==> config.mk <==
export PLATFORM = sky130hd
export DESIGN_NAME = frame_blend_weight_sequencer_top
export DESIGN_NICKNAME = d
export VERILOG_FILES = /design/src/rtl/fbw_pkg.sv /design/src/rtl/frame_blend_weight_sequencer_top.sv /design/src/rtl/fbw_ctrl.sv /design/src/rtl/fbw_dp.sv
export VERILOG_INCLUDE_DIRS = /design/src /design/src/rtl
export SDC_FILE = /design/constraint.sdc
export NUM_CORES = 2
export LEC_CHECK = 0
export ABC_AREA = 1
export BUFFER_PORTS_ARGS = -buffer_cell sky130_fd_sc_hd__buf_2
export CORE_MARGIN = 2
export CORE_UTILIZATION = 43
export CTS_CLUSTER_SIZE = 8
export DETAILED_ROUTE_END_ITERATION = 12
export GPL_ROUTABILITY_DRIVEN = 1
export GPL_TIMING_DRIVEN = 0
export SETUP_SLACK_MARGIN = 0.1
export SLEW_MARGIN = 5
export SYNTH_ARGS = -nofsm -noshare
export SYNTH_HDL_FRONTEND = slang
export SYNTH_HIERARCHICAL = 1
export SYNTH_SLANG_ARGS = --single-unit
export TNS_END_PERCENT = 1
==> constraint.sdc <==
create_clock -name clk -period 7.9 [get_ports clk]
set_input_delay 1.185 -clock clk [delete_from_list [all_inputs] [get_ports clk]]
set_output_delay 1.185 -clock clk [all_outputs]
set_load 0.02 [all_outputs]
==> src/rtl/frame_blend_weight_sequencer_top_defines.svh <==
// assertion macros for the frame blend weight sequencer
// used by frame_blend_weight_sequencer_top; expects clk and rst_n in scope
`ifndef FRAME_BLEND_WEIGHT_SEQUENCER_TOP_DEFINES_SVH
`define FRAME_BLEND_WEIGHT_SEQUENCER_TOP_DEFINES_SVH

// same-cycle implication, checked out of reset
`define FBW_ASSERT_NOW(lbl, pre, post) \
  lbl: assert property (@(posedge clk) disable iff (!rst_n) (pre) |-> (post)) \
    else $error("fbw assertion failed");

// next-cycle implication, checked out of reset
`define FBW_ASSERT_NEXT(lbl, pre, post) \
  lbl: assert property (@(posedge clk) disable iff (!rst_n) (pre) |=> (post)) \
    else $error("fbw assertion failed");

`endif

==> src/rtl/fbw_pkg.sv <==
// shared types and constants for the frame blend weight sequencer
// no dependencies
`default_nettype none

package fbw_pkg;

  localparam int WEIGHT_BITS = 16;
  localparam int CNT_W       = 16;
  localparam int PERIOD_W    = 16;
  localparam int POS_W       = 2 * CNT_W;
  localparam int SUM_W       = 18;
  localparam int OUT_W       = WEIGHT_BITS + 1;
  localparam int MAX_RUN     = 64;
  localparam int RUN_W       = $clog2(MAX_RUN);
  localparam int DIV_W       = $clog2(WEIGHT_BITS);
  localparam int CFG_IDX_W   = 4;

  localparam logic [OUT_W-1:0] W_WHOLE = OUT_W'(1) << WEIGHT_BITS;
  localparam logic [SUM_W-1:0] W_LIMIT = SUM_W'((1 << WEIGHT_BITS) - 1);

  // configuration register indexes
  localparam logic [CFG_IDX_W-1:0] REG_SRC_PERIOD = 4'd0;
  localparam logic [CFG_IDX_W-1:0] REG_DST_PERIOD = 4'd1;
  localparam logic [CFG_IDX_W-1:0] REG_SRC_LOOP   = 4'd2;
  localparam logic [CFG_IDX_W-1:0] REG_DST_LOOP   = 4'd3;

  // overlap classes
  localparam logic [1:0] WC_ZERO  = 2'd0;
  localparam logic [1:0] WC_WHOLE = 2'd1;
  localparam logic [1:0] WC_DIV   = 2'd2;

  // controller states
  localparam logic [2:0] S_IDLE = 3'd0;
  localparam logic [2:0] S_MUL  = 3'd1;
  localparam logic [2:0] S_ADD  = 3'd2;
  localparam logic [2:0] S_CMP  = 3'd3;
  localparam logic [2:0] S_DIV  = 3'd4;
  localparam logic [2:0] S_FIN  = 3'd5;
  localparam logic [2:0] S_OUT  = 3'd6;

  typedef struct packed {
    logic accept;    // input beat taken
    logic mul;       // wrap counters and form start positions
    logic add;       // form end positions
    logic cmp;       // classify overlap, load divider
    logic div_step;  // one quotient bit
    logic finish;    // update state and load result beat
    logic last;      // result beat closes the run
  } fbw_cmd_t;

  typedef struct packed {
    logic emit;      // source end at or after destination end
  } fbw_sts_t;

endpackage

`default_nettype wire

==> src/rtl/frame_blend_weight_sequencer_top.sv <==
// sequence: each input beat starts a run; each result of the run goes through
// mul, add, classify, restoring divider and state update, then waits for output
// ready before the next result of the run starts
// throughput: one input beat per run, taken the cycle after its last result beat
// reset: synchronous, active low; counters and weight sum clear, periods and
// loops go to 1, no result beat pending
`default_nettype none

module frame_blend_weight_sequencer_top (
  input  wire logic                          clk,
  input  wire logic                          rst_n,
  input  wire logic                          cfg_we,
  input  wire logic [fbw_pkg::CFG_IDX_W-1:0] cfg_index,
  input  wire logic [fbw_pkg::PERIOD_W-1:0]  cfg_data,
  input  wire logic                          in_valid,
  output logic                               in_ready,
  input  wire logic                          in_restart,
  output logic                               out_valid,
  input  wire logic                          out_ready,
  output logic [fbw_pkg::OUT_W-1:0]          out_weight,
  output logic                               out_emit_frame,
  output logic                               out_last
);
  import fbw_pkg::*;

`include "frame_blend_weight_sequencer_top_defines.svh"

  fbw_cmd_t cmd;
  fbw_sts_t sts;

  // step sequencer
  fbw_ctrl u_ctrl (
    .clk       (clk),
    .rst_n     (rst_n),
    .in_valid  (in_valid),
    .in_ready  (in_ready),
    .out_valid (out_valid),
    .out_ready (out_ready),
    .sts       (sts),
    .cmd       (cmd)
  );

  // arithmetic and state
  fbw_dp u_dp (
    .clk            (clk),
    .rst_n          (rst_n),
    .cfg_we         (cfg_we),
    .cfg_index      (cfg_index),
    .cfg_data       (cfg_data),
    .in_restart     (in_restart),
    .cmd            (cmd),
    .sts            (sts),
    .out_weight     (out_weight),
    .out_emit_frame (out_emit_frame),
    .out_last       (out_last)
  );

  // checks
  `FBW_ASSERT_NOW(a_busy_while_result, out_valid, !in_ready)
  `FBW_ASSERT_NOW(a_weight_range, out_valid, out_weight <= W_WHOLE)
  `FBW_ASSERT_NOW(a_no_emit_ends_run, out_valid && !out_emit_frame, out_last)
  `FBW_ASSERT_NEXT(a_accept_starts_step, in_valid && in_ready, !in_ready && !out_valid)

endmodule

`default_nettype wire

==> src/rtl/fbw_ctrl.sv <==
// step sequencer for the frame blend weight sequencer
// depends on fbw_pkg
`default_nettype none

module fbw_ctrl (
  input  wire logic             clk,
  input  wire logic             rst_n,
  input  wire logic             in_valid,
  output logic                  in_ready,
  output logic                  out_valid,
  input  wire logic             out_ready,
  input  wire fbw_pkg::fbw_sts_t sts,
  output fbw_pkg::fbw_cmd_t     cmd
);
  import fbw_pkg::*;

  logic [2:0]       state_r, state_nxt;
  logic [RUN_W-1:0] run_cnt_r, run_cnt_nxt;
  logic [DIV_W-1:0] div_cnt_r, div_cnt_nxt;
  logic             last_c;

  // run ends when the source frame is used up or the run is full
  assign last_c    = !sts.emit || (run_cnt_r == RUN_W'(MAX_RUN - 1));
  assign in_ready  = (state_r == S_IDLE);
  assign out_valid = (state_r == S_OUT);

  // next state and commands
  always_comb begin
    state_nxt    = state_r;
    run_cnt_nxt  = run_cnt_r;
    div_cnt_nxt  = div_cnt_r;
    cmd          = '0;
    cmd.last     = last_c;
    case (state_r)
      S_IDLE: begin
        if (in_valid) begin
          cmd.accept  = 1'b1;
          run_cnt_nxt = '0;
          state_nxt   = S_MUL;
        end
      end
      S_MUL: begin
        cmd.mul   = 1'b1;
        state_nxt = S_ADD;
      end
      S_ADD: begin
        cmd.add   = 1'b1;
        state_nxt = S_CMP;
      end
      S_CMP: begin
        cmd.cmp     = 1'b1;
        div_cnt_nxt = '0;
        state_nxt   = S_DIV;
      end
      S_DIV: begin
        cmd.div_step = 1'b1;
        div_cnt_nxt  = div_cnt_r + DIV_W'(1);
        if (div_cnt_r == DIV_W'(WEIGHT_BITS - 1)) begin
          state_nxt = S_FIN;
        end
      end
      S_FIN: begin
        cmd.finish = 1'b1;
        state_nxt  = S_OUT;
      end
      S_OUT: begin
        if (out_ready) begin
          if (last_c) begin
            state_nxt = S_IDLE;
          end else begin
            run_cnt_nxt = run_cnt_r + RUN_W'(1);
            state_nxt   = S_MUL;
          end
        end
      end
      default: begin
        state_nxt = S_IDLE;
      end
    endcase
  end

  // control registers
  always_ff @(posedge clk) begin
    if (!rst_n) begin
      state_r   <= S_IDLE;
      run_cnt_r <= '0;
      div_cnt_r <= '0;
    end else begin
      state_r   <= state_nxt;
      run_cnt_r <= run_cnt_nxt;
      div_cnt_r <= div_cnt_nxt;
    end
  end

endmodule

`default_nettype wire

==> src/rtl/fbw_dp.sv <==
// datapath: config registers, counters, position math, overlap divider
// depends on fbw_pkg
`default_nettype none

module fbw_dp (
  input  wire logic                          clk,
  input  wire logic                          rst_n,
  input  wire logic                          cfg_we,
  input  wire logic [fbw_pkg::CFG_IDX_W-1:0] cfg_index,
  input  wire logic [fbw_pkg::PERIOD_W-1:0]  cfg_data,
  input  wire logic                          in_restart,
  input  wire fbw_pkg::fbw_cmd_t             cmd,
  output fbw_pkg::fbw_sts_t                  sts,
  output logic [fbw_pkg::OUT_W-1:0]          out_weight,
  output logic                               out_emit_frame,
  output logic                               out_last
);
  import fbw_pkg::*;

  logic [PERIOD_W-1:0] src_period_r, dst_period_r;
  logic [CNT_W-1:0]    src_loop_r, dst_loop_r;
  logic [CNT_W-1:0]    src_cnt_r, dst_cnt_r;
  logic [SUM_W-1:0]    wsum_r;
  logic [POS_W-1:0]    ss_r, ds_r;
  logic [POS_W:0]      se_r, de_r;
  logic                emit_r;
  logic [1:0]          wcase_r;
  logic [WEIGHT_BITS-1:0] rem_r, quo_r;
  logic [OUT_W-1:0]    out_weight_r;
  logic                out_emit_r, out_last_r;

  logic [PERIOD_W-1:0] sp, dp;
  logic                wrap;
  logic [CNT_W-1:0]    sc_w, dc_w;
  logic [POS_W:0]      ss_x, ds_x;
  logic                gt_start, lt_end, se_ge_ds, ss_le_de;
  logic [POS_W:0]      diff_a, diff_b;
  logic [1:0]          wcase_nxt;
  logic [WEIGHT_BITS-1:0] numer_nxt;
  logic [WEIGHT_BITS:0] rem_sh;
  logic                q_bit;
  logic [OUT_W-1:0]    w_raw, given;
  logic [SUM_W-1:0]    wsum_nxt;

  // a zero period acts as one
  assign sp = (src_period_r == '0) ? PERIOD_W'(1) : src_period_r;
  assign dp = (dst_period_r == '0) ? PERIOD_W'(1) : dst_period_r;

  // loop wrap
  assign wrap = (src_cnt_r == src_loop_r) && (dst_cnt_r == dst_loop_r);
  assign sc_w = wrap ? '0 : src_cnt_r;
  assign dc_w = wrap ? '0 : dst_cnt_r;

  // overlap classification
  assign ss_x     = {1'b0, ss_r};
  assign ds_x     = {1'b0, ds_r};
  assign gt_start = (ss_x > ds_x);
  assign lt_end   = (se_r < de_r);
  assign se_ge_ds = (se_r >= ds_x);
  assign ss_le_de = (ss_x <= de_r);
  assign diff_a   = se_r - ds_x;
  assign diff_b   = de_r - ss_x;

  always_comb begin
    wcase_nxt = WC_ZERO;
    numer_nxt = '0;
    if (gt_start && lt_end) begin
      wcase_nxt = WC_DIV;
      numer_nxt = sp;
    end else if (!gt_start && lt_end && se_ge_ds) begin
      wcase_nxt = WC_DIV;
      numer_nxt = diff_a[WEIGHT_BITS-1:0];
    end else if (gt_start && !lt_end && ss_le_de) begin
      wcase_nxt = WC_DIV;
      numer_nxt = diff_b[WEIGHT_BITS-1:0];
    end else if (!gt_start && !lt_end) begin
      wcase_nxt = WC_WHOLE;
    end
  end

  // restoring divider step, remainder stays below the period
  assign rem_sh = {rem_r, 1'b0};
  assign q_bit  = (rem_sh >= {1'b0, dp});

  // weight, gating by the running sum
  always_comb begin
    case (wcase_r)
      WC_WHOLE: w_raw = W_WHOLE;
      WC_DIV:   w_raw = {1'b0, quo_r};
      default:  w_raw = '0;
    endcase
  end

  assign given = ((w_raw != '0) && (wsum_r < W_LIMIT)) ? w_raw : '0;

  always_comb begin
    if (emit_r) begin
      wsum_nxt = '0;
    end else begin
      wsum_nxt = wsum_r + SUM_W'(given);
    end
  end

  // configuration registers
  always_ff @(posedge clk) begin
    if (!rst_n) begin
      src_period_r <= PERIOD_W'(1);
      dst_period_r <= PERIOD_W'(1);
      src_loop_r   <= CNT_W'(1);
      dst_loop_r   <= CNT_W'(1);
    end else if (cfg_we) begin
      case (cfg_index)
        REG_SRC_PERIOD: src_period_r <= cfg_data;
        REG_DST_PERIOD: dst_period_r <= cfg_data;
        REG_SRC_LOOP:   src_loop_r   <= cfg_data;
        REG_DST_LOOP:   dst_loop_r   <= cfg_data;
        default: begin
        end
      endcase
    end
  end

  // stream state
  always_ff @(posedge clk) begin
    if (!rst_n) begin
      src_cnt_r <= '0;
      dst_cnt_r <= '0;
      wsum_r    <= '0;
    end else if (cmd.accept && in_restart) begin
      src_cnt_r <= '0;
      dst_cnt_r <= '0;
      wsum_r    <= '0;
    end else if (cmd.mul) begin
      src_cnt_r <= sc_w;
      dst_cnt_r <= dc_w;
    end else if (cmd.finish) begin
      wsum_r <= wsum_nxt;
      if (emit_r) begin
        dst_cnt_r <= dst_cnt_r + CNT_W'(1);
      end else begin
        src_cnt_r <= src_cnt_r + CNT_W'(1);
      end
    end
  end

  // position pipeline, divider and result beat
  always_ff @(posedge clk) begin
    if (cmd.mul) begin
      ss_r <= {{(POS_W-PERIOD_W){1'b0}}, sp} * {{(POS_W-CNT_W){1'b0}}, sc_w};
      ds_r <= {{(POS_W-PERIOD_W){1'b0}}, dp} * {{(POS_W-CNT_W){1'b0}}, dc_w};
    end
    if (cmd.add) begin
      se_r <= {1'b0, ss_r} + (POS_W+1)'(sp);
      de_r <= {1'b0, ds_r} + (POS_W+1)'(dp);
    end
    if (cmd.cmp) begin
      emit_r  <= !lt_end;
      wcase_r <= wcase_nxt;
      rem_r   <= numer_nxt;
      quo_r   <= '0;
    end
    if (cmd.div_step) begin
      rem_r <= q_bit ? WEIGHT_BITS'(rem_sh - {1'b0, dp}) : rem_sh[WEIGHT_BITS-1:0];
      quo_r <= {quo_r[WEIGHT_BITS-2:0], q_bit};
    end
    if (cmd.finish) begin
      out_weight_r <= given;
      out_emit_r   <= emit_r;
      out_last_r   <= cmd.last;
    end
  end

  assign sts.emit       = emit_r;
  assign out_weight     = out_weight_r;
  assign out_emit_frame = out_emit_r;
  assign out_last       = out_last_r;

endmodule

`default_nettype wire

Word level (Yosys, flattened, before mapping):

Index checks and enable logic that the tools add are counted.

* add/subtract/negate cells: 10
* multiply operators: 2
* $lt $le $gt $ge: 6
* equal/unequal tests: 20
* muxes and demuxes: 39
* bitwise gates (word level): 2
* reduce and logical (&&, ||, !) cells: 34

Operator list (count)
* $mux 16: 18
* $add 32x16->33: 2
* $mul 16x16->32: 2
* $sub 16x16->16: 3
* $pmux 17 s2: 1
* $ge 33x32->1: 1
* $le 32x33->1: 1
* $lt 33x33->1: 1
* $add 16x1->16 const B: 2
* $eq 16x16->1: 2
* $gt 32x32->1: 1
* $logic_not 16->1: 2
* $pmux 3 s7: 1
* $add 18x17->18: 1
* $lt 18x16->1 const B: 1
* $mux 18: 1
* $mux 6: 3
* $ge 17x16->1: 1
* $mux 17: 1
* $reduce_bool 17->1: 1
* $reduce_and 2->1: 7
* $pmux 6 s2: 1
* $reduce_bool 2->1: 5
* $eq 3x3->1 const B: 3
* other kinds (25): 51

* flip-flop bits (word level): 311
* input bits: 26
* output and inout port bits: 21
* word-level logic and storage cells: 134

Longest topological paths before layout:

* depth in word-level cells: 9
* depth in mapped cells: 34
* depth with buffers taken out: 32

By module:

Netlist, hierarchy kept.

Modules (own cells, without submodules)
* fbw_dp: times used 1, cells an instance 4741, area an instance 37116.8 um^2, sequential area each 7807.5 um^2
* fbw_ctrl: times used 1, cells an instance 120, area an instance 794.5 um^2, sequential area each 260.2 um^2

Worst setup path before layout:

No wires, ideal clock.

* path kind: reg-to-reg
* start: register u_dp.src_cnt_r[12]
* end: register u_dp.ds_r[26], data pin
* library setup time: 0.265 ns
* data arrival time: 6.132 ns
* data required time: 7.635 ns
* slack: 1.503 ns
* cell stages (with the launch flop): 32
* path buffers: 3
* period minus slack after synthesis: 6.397 ns
* path through: dfxtp_1 -> clkbuf_1 -> xnor2_1 -> nand3_1 -> nor2_1 -> nand2_1 -> nor2_1 -> nand2_2 -> buf_4 -> nand2_1 -> buf_2 -> nor2_1 -> fa_1 -> inv_1 -> fa_1 -> fa_1 -> inv_1 -> fa_1 -> fa_1 -> inv_1 -> fa_1 -> inv_1 -> ha_1 -> nand2_1 -> inv_1 -> nand3_1 -> o21ai_0 -> nand2_1 -> nand2_1 -> nor2_1 -> o21ai_0 -> xor2_1

* cells in the longest elaborated chain, start to end: 4

RTL lines
* from (decl): RTL line fbw_dp.sv:22 `logic [CNT_W-1:0] src_cnt_r, dst_cnt_r;`
* from (signal assigned): RTL line fbw_dp.sv:134 `src_cnt_r <= sc_w;`
* from (signal assigned): RTL line fbw_dp.sv:141 `src_cnt_r <= src_cnt_r + CNT_W'(1);`
* $eq 16x16->1: RTL line fbw_dp.sv:50 `assign wrap = (src_cnt_r == src_loop_r) && (dst_cnt_r == dst_loop_r);`
* $logic_and 1x1->1: RTL line fbw_dp.sv:50
* $mux 16: RTL line fbw_dp.sv:52 `assign dc_w = wrap ? '0 : dst_cnt_r;`
* $mul 16x16->32: RTL line fbw_dp.sv:150 `ds_r <= {{(POS_W-PERIOD_W){1'b0}}, dp} * {{(POS_W-CNT_W){1'b0}}, dc_w};`
* to (signal assigned): RTL line fbw_dp.sv:150
* to (decl): RTL line fbw_dp.sv:24 `logic [POS_W-1:0] ss_r, ds_r;`

Every way passes these cells.
A chain may end at the register's enable or synchronous reset.

Worst setup path after layout:

* start: register u_dp.src_cnt_r[7]
* end: register u_dp.ss_r[29], data pin

* cells in the longest elaborated chain, start to end: 4

RTL lines
* $eq 16x16->1: RTL line fbw_dp.sv:50
* $logic_and 1x1->1: RTL line fbw_dp.sv:50
* $mux 16 *: RTL line fbw_dp.sv:51 `assign sc_w = wrap ? '0 : src_cnt_r;`
* $mul 16x16->32 *: RTL line fbw_dp.sv:149 `ss_r <= {{(POS_W-PERIOD_W){1'b0}}, sp} * {{(POS_W-CNT_W){1'b0}}, sc_w};`
* to (signal assigned): RTL line fbw_dp.sv:149
* to (decl): RTL line fbw_dp.sv:24

Mark *: on every way between the ends. The rest lies on a longest branch, timed or not.

==> flow_summary.yaml <==
yosys:
  syn-num-nets: 5701
  synth.avg_cell_area_sq_um: 7.80
  ys_warn_count: 6
  netlist_area_sq_um: 37900
  ys_seq_elements: 311
  synth_edf_count: 184
  yosysUniqueCellTypes: 58
  synthCells: 4861
  ys_seq_area_share_pct: 21.3
  async_flop_share_pct: 0
  synth_ff_type: "edfxtp_1"
clock_tree:
  ctsHoldBuffers: 0
  numCtsBuffers: 45
  cts_num_sinks: 311
  clkLatencyLatePin_ns: 0.59
  path_clk_slew_ns: 0.06
  cts_root_buf: "clkbuf_16"
  tritoncts: "yes"
  clk_path_buf_depth: 3
  htree_levels: 2
timing:
  hold_ws_ns: 0.469
  worst_pin_slew_ns: 0.956
  grt_setup_unrepaired: "true"
  relSlewSlack_pct: 36.2
  hold_violations: 0
  fin_crit_sh_pct: 97.6
  fin_setup_tns_ns: 0
  clock_skew_ns: 0.0327
  period_needed_ns: 7.71
  final.setup.worst_slack_ns: 0.191
  maxSlewViolCount: 0
  fmax_ghz: 0.130
  setup_viol: 0
worst_hold_path:
  hold_path.class: "register to register"
global_route:
  grt_usage_pct: 26.4
  antenna_found_initial: 0
  grt_pass1_wl_um: 183000
  grt-ovfl-total: 0
  grt_max_degree: 38
  grt_pass1_vias: 32179
routing:
  avgViaCountPerCell: 5.34
  wirelength_um: 119000
  vias: 32779
  drc: 0
  ant_nets: 0
  dr.pass1.iters: 6
  drtIter0Drc: 2804
  wl_per_cell_um: 19.4
floorplan:
  fp.dieH_um: 301
  core_area_sq_um: 87000
  chipWidth_um: 301
  io_pins: 47
  initial_core_util_pct: 43.6
  dieArea_sq_um: 90600
  core.rowCount: 108
layout:
  final_util_pct: 47.1
  syn2layout_area_growth_pct: 8.16
  final_cells: 6135
  fin_nets: 5801
  drive_gt1_share_pct: 4.52
  stdcell_area_sq_um: 41000
place:
  place_hpwl_um: 97000
  dpl_cell_area_sq_um: 39700
  portBuffers: 46
  post-place-ws_ns: 0.162
  place_congestion: 0.958
  dp_cells: 6065
status:
  status: "finished clean"
power_and_ir_drop:
  max-vdd-ir-drop_mv: 0.157
  p_leak_nw: 20.0
  powerDensity_nw_per_um2: 200
  finalPower_mw: 8.20
worst_setup_path:
  startpoint: "u_dp/src_cnt_r[7]"
  critPathCaptureType: "register"
  cp_slowest_stage_delay_ns: 0.59
  ff2ff_setup_slack_ns: 0.19
  arrival_ns: 8.07
  cp_common_cell: "fa_1"
  worst_path_max_delay_cell: "fa_1"
  r2r_cells: 28
  worstPathRequired_ns: 8.26
  critical_path_class: "register to register"
  crit_fanout: 10
  endpoint: "u_dp/ss_r[29]"
  r2r_start: "u_dp/src_cnt_r[7]"
  r2r_end: "u_dp/ss_r[29]"
  startpoint_type: "register"
flow_run:
  cap_violations: 0
[synthesized netlist by cell type, types with 3 or more instances]
cell / count / area share (%)
inv_1: 868 / 8.6
nand3_1: 174 / 2.3
inv_2: 21 / 0.21
nor3_1: 47 / 0.62
ha_1: 420 / 14
nand3b_1: 13 / 0.26
fa_1: 394 / 21
clkinv_1: 15 / 0.15
o21a_1: 13 / 0.26
o21bai_1: 13 / 0.26
buf_2: 37 / 0.49
xnor2_1: 62 / 1.4
xor2_1: 94 / 2.2
nand4_1: 76 / 1.3
nor4_1: 9 / 0.15
nand2_2: 15 / 0.25
o211ai_1: 12 / 0.24
dfxtp_1: 127 / 6.7
buf_4: 6 / 0.12
edfxtp_1: 184 / 15
buf_6: 3 / 0.089
o21ai_0: 200 / 2.6
a31oi_1: 29 / 0.48
a21oi_1: 349 / 4.6
nand2_1: 983 / 9.7
nor2_1: 519 / 5.1
a211oi_1: 4 / 0.079
a21o_1: 23 / 0.46
clkbuf_1: 98 / 0.97
or2_2: 13 / 0.21
[cells by family after synthesis]
family          Yosys count  synth area share (%)
flops                   311                  21.3
compound gates          658                  9.35
buf+inv                1054                  10.7
xor+xnor                156                  3.60
fa+ha+maj               814                  34.7
simple gates           1868                  20.4
[flip-flops by register name, summed over array words and instances, names as in the netlist, 17 cells and up]
name	flops
u_dp/ss_r	32
u_dp/out_weight	17
u_dp/se_r	33
u_dp/de_r	33
u_dp/ds_r	32
u_dp/wsum_r	18
[power by group]
part | internal, mW | switching, mW | leakage, nW
logic | 1.28 | 2.63 | 16.7
clock network | 1.04 | 0.741 | 0.603
registers | 2.17 | 0.338 | 2.75
total | 4.49 | 3.71 | 20.0
[cell usage in the layout (no fill, tap or decap), types with 3 or more instances in the layout]
| master | n |
|---|---|
| clkbuf_4 | 6 |
| inv_2 | 19 |
| nand2_2 | 19 |
| xnor2_1 | 62 |
| clkbuf_1 | 112 |
| o21bai_1 | 13 |
| inv_4 | 5 |
| o211ai_1 | 12 |
| clkbuf_16 | 45 |
| a21o_1 | 23 |
| buf_12 | 3 |
| dfxtp_1 | 127 |
| or2_2 | 13 |
| nand3b_1 | 13 |
| a211oi_1 | 4 |
| a21oi_1 | 348 |
| inv_1 | 865 |
| clkinv_1 | 16 |
| xor2_1 | 93 |
| buf_6 | 3 |
| nor3_1 | 47 |
| clkbuf_2 | 3 |
| nor2_1 | 518 |
| o21ai_0 | 198 |
| nor2_4 | 3 |
| nand2_1 | 977 |
| fa_1 | 394 |
| o21a_1 | 13 |
| buf_4 | 10 |
| edfxtp_1 | 184 |
| o21ai_1 | 4 |
| buf_2 | 77 |
| nand4_1 | 76 |
| a31oi_1 | 29 |
| nand3_1 | 174 |
| ha_1 | 420 |
| nor4_1 | 9 |
[layer usage]
metal | GRT usage (%) | wire length (um)
met5 | 0 | 0
met4 | 12.5 | 6130
met3 | 2.91 | 7320
met2 | 43.2 | 54900
met1 | 34.9 | 50700
[how the worst min path moves through the flow]
| stage | startpoint | end | slack, ns | cells after the start |
|---|---|---|---|---|
| after floorplan | u_dp/dst_loop_r[2] | u_dp/dst_loop_r[2] | 0.44 | 2 |
| after global placement | u_dp/dst_loop_r[10] | u_dp/dst_loop_r[10] | 0.46 | 2 |
| after detailed placement | u_dp/dst_loop_r[9] | u_dp/dst_loop_r[9] | 0.46 | 2 |
| after CTS | u_dp/dst_loop_r[3] | u_dp/dst_loop_r[3] | 0.47 | 2 |
| after global routing | u_dp/dst_loop_r[12] | u_dp/dst_loop_r[12] | 0.49 | 2 |
| final | u_dp/dst_loop_r[3] | u_dp/dst_loop_r[3] | 0.47 | 2 |
[critical path, delay by kind of cell, from the launching register on]
kind / cells / cell delay, ns
flip-flops: 1 / 0.45
adder cells (fa/ha/maj): 7 / 3.50
AO/OA/AOI/OAI: 5 / 0.95
XOR/XNOR: 1 / 0.35
buffers and inverters: 7 / 0.99
AND/OR/NAND/NOR: 8 / 1.20
[layout make-up]
cell class / instances / area (sq um)
Clock inverter: 4 / 55.1
Inverter: 906 / 3420
Clock buffer: 61 / 1200
Buffer: 148 / 666
Timing Repair Buffer: 53 / 320
Sequential cell: 311 / 8070
Fill cell: 8817 / 46000
Antenna cell: 1 / 2.50
Tap cell: 1155 / 1450
Multi-Input combinational cell: 3496 / 25800
[repair_timing]
action                     4_1_cts  5_1_grt
setup endpoints to repair        0       18
setup buffers                    0        4
resized for setup                0       25
(Power assumes the default switching activity.)
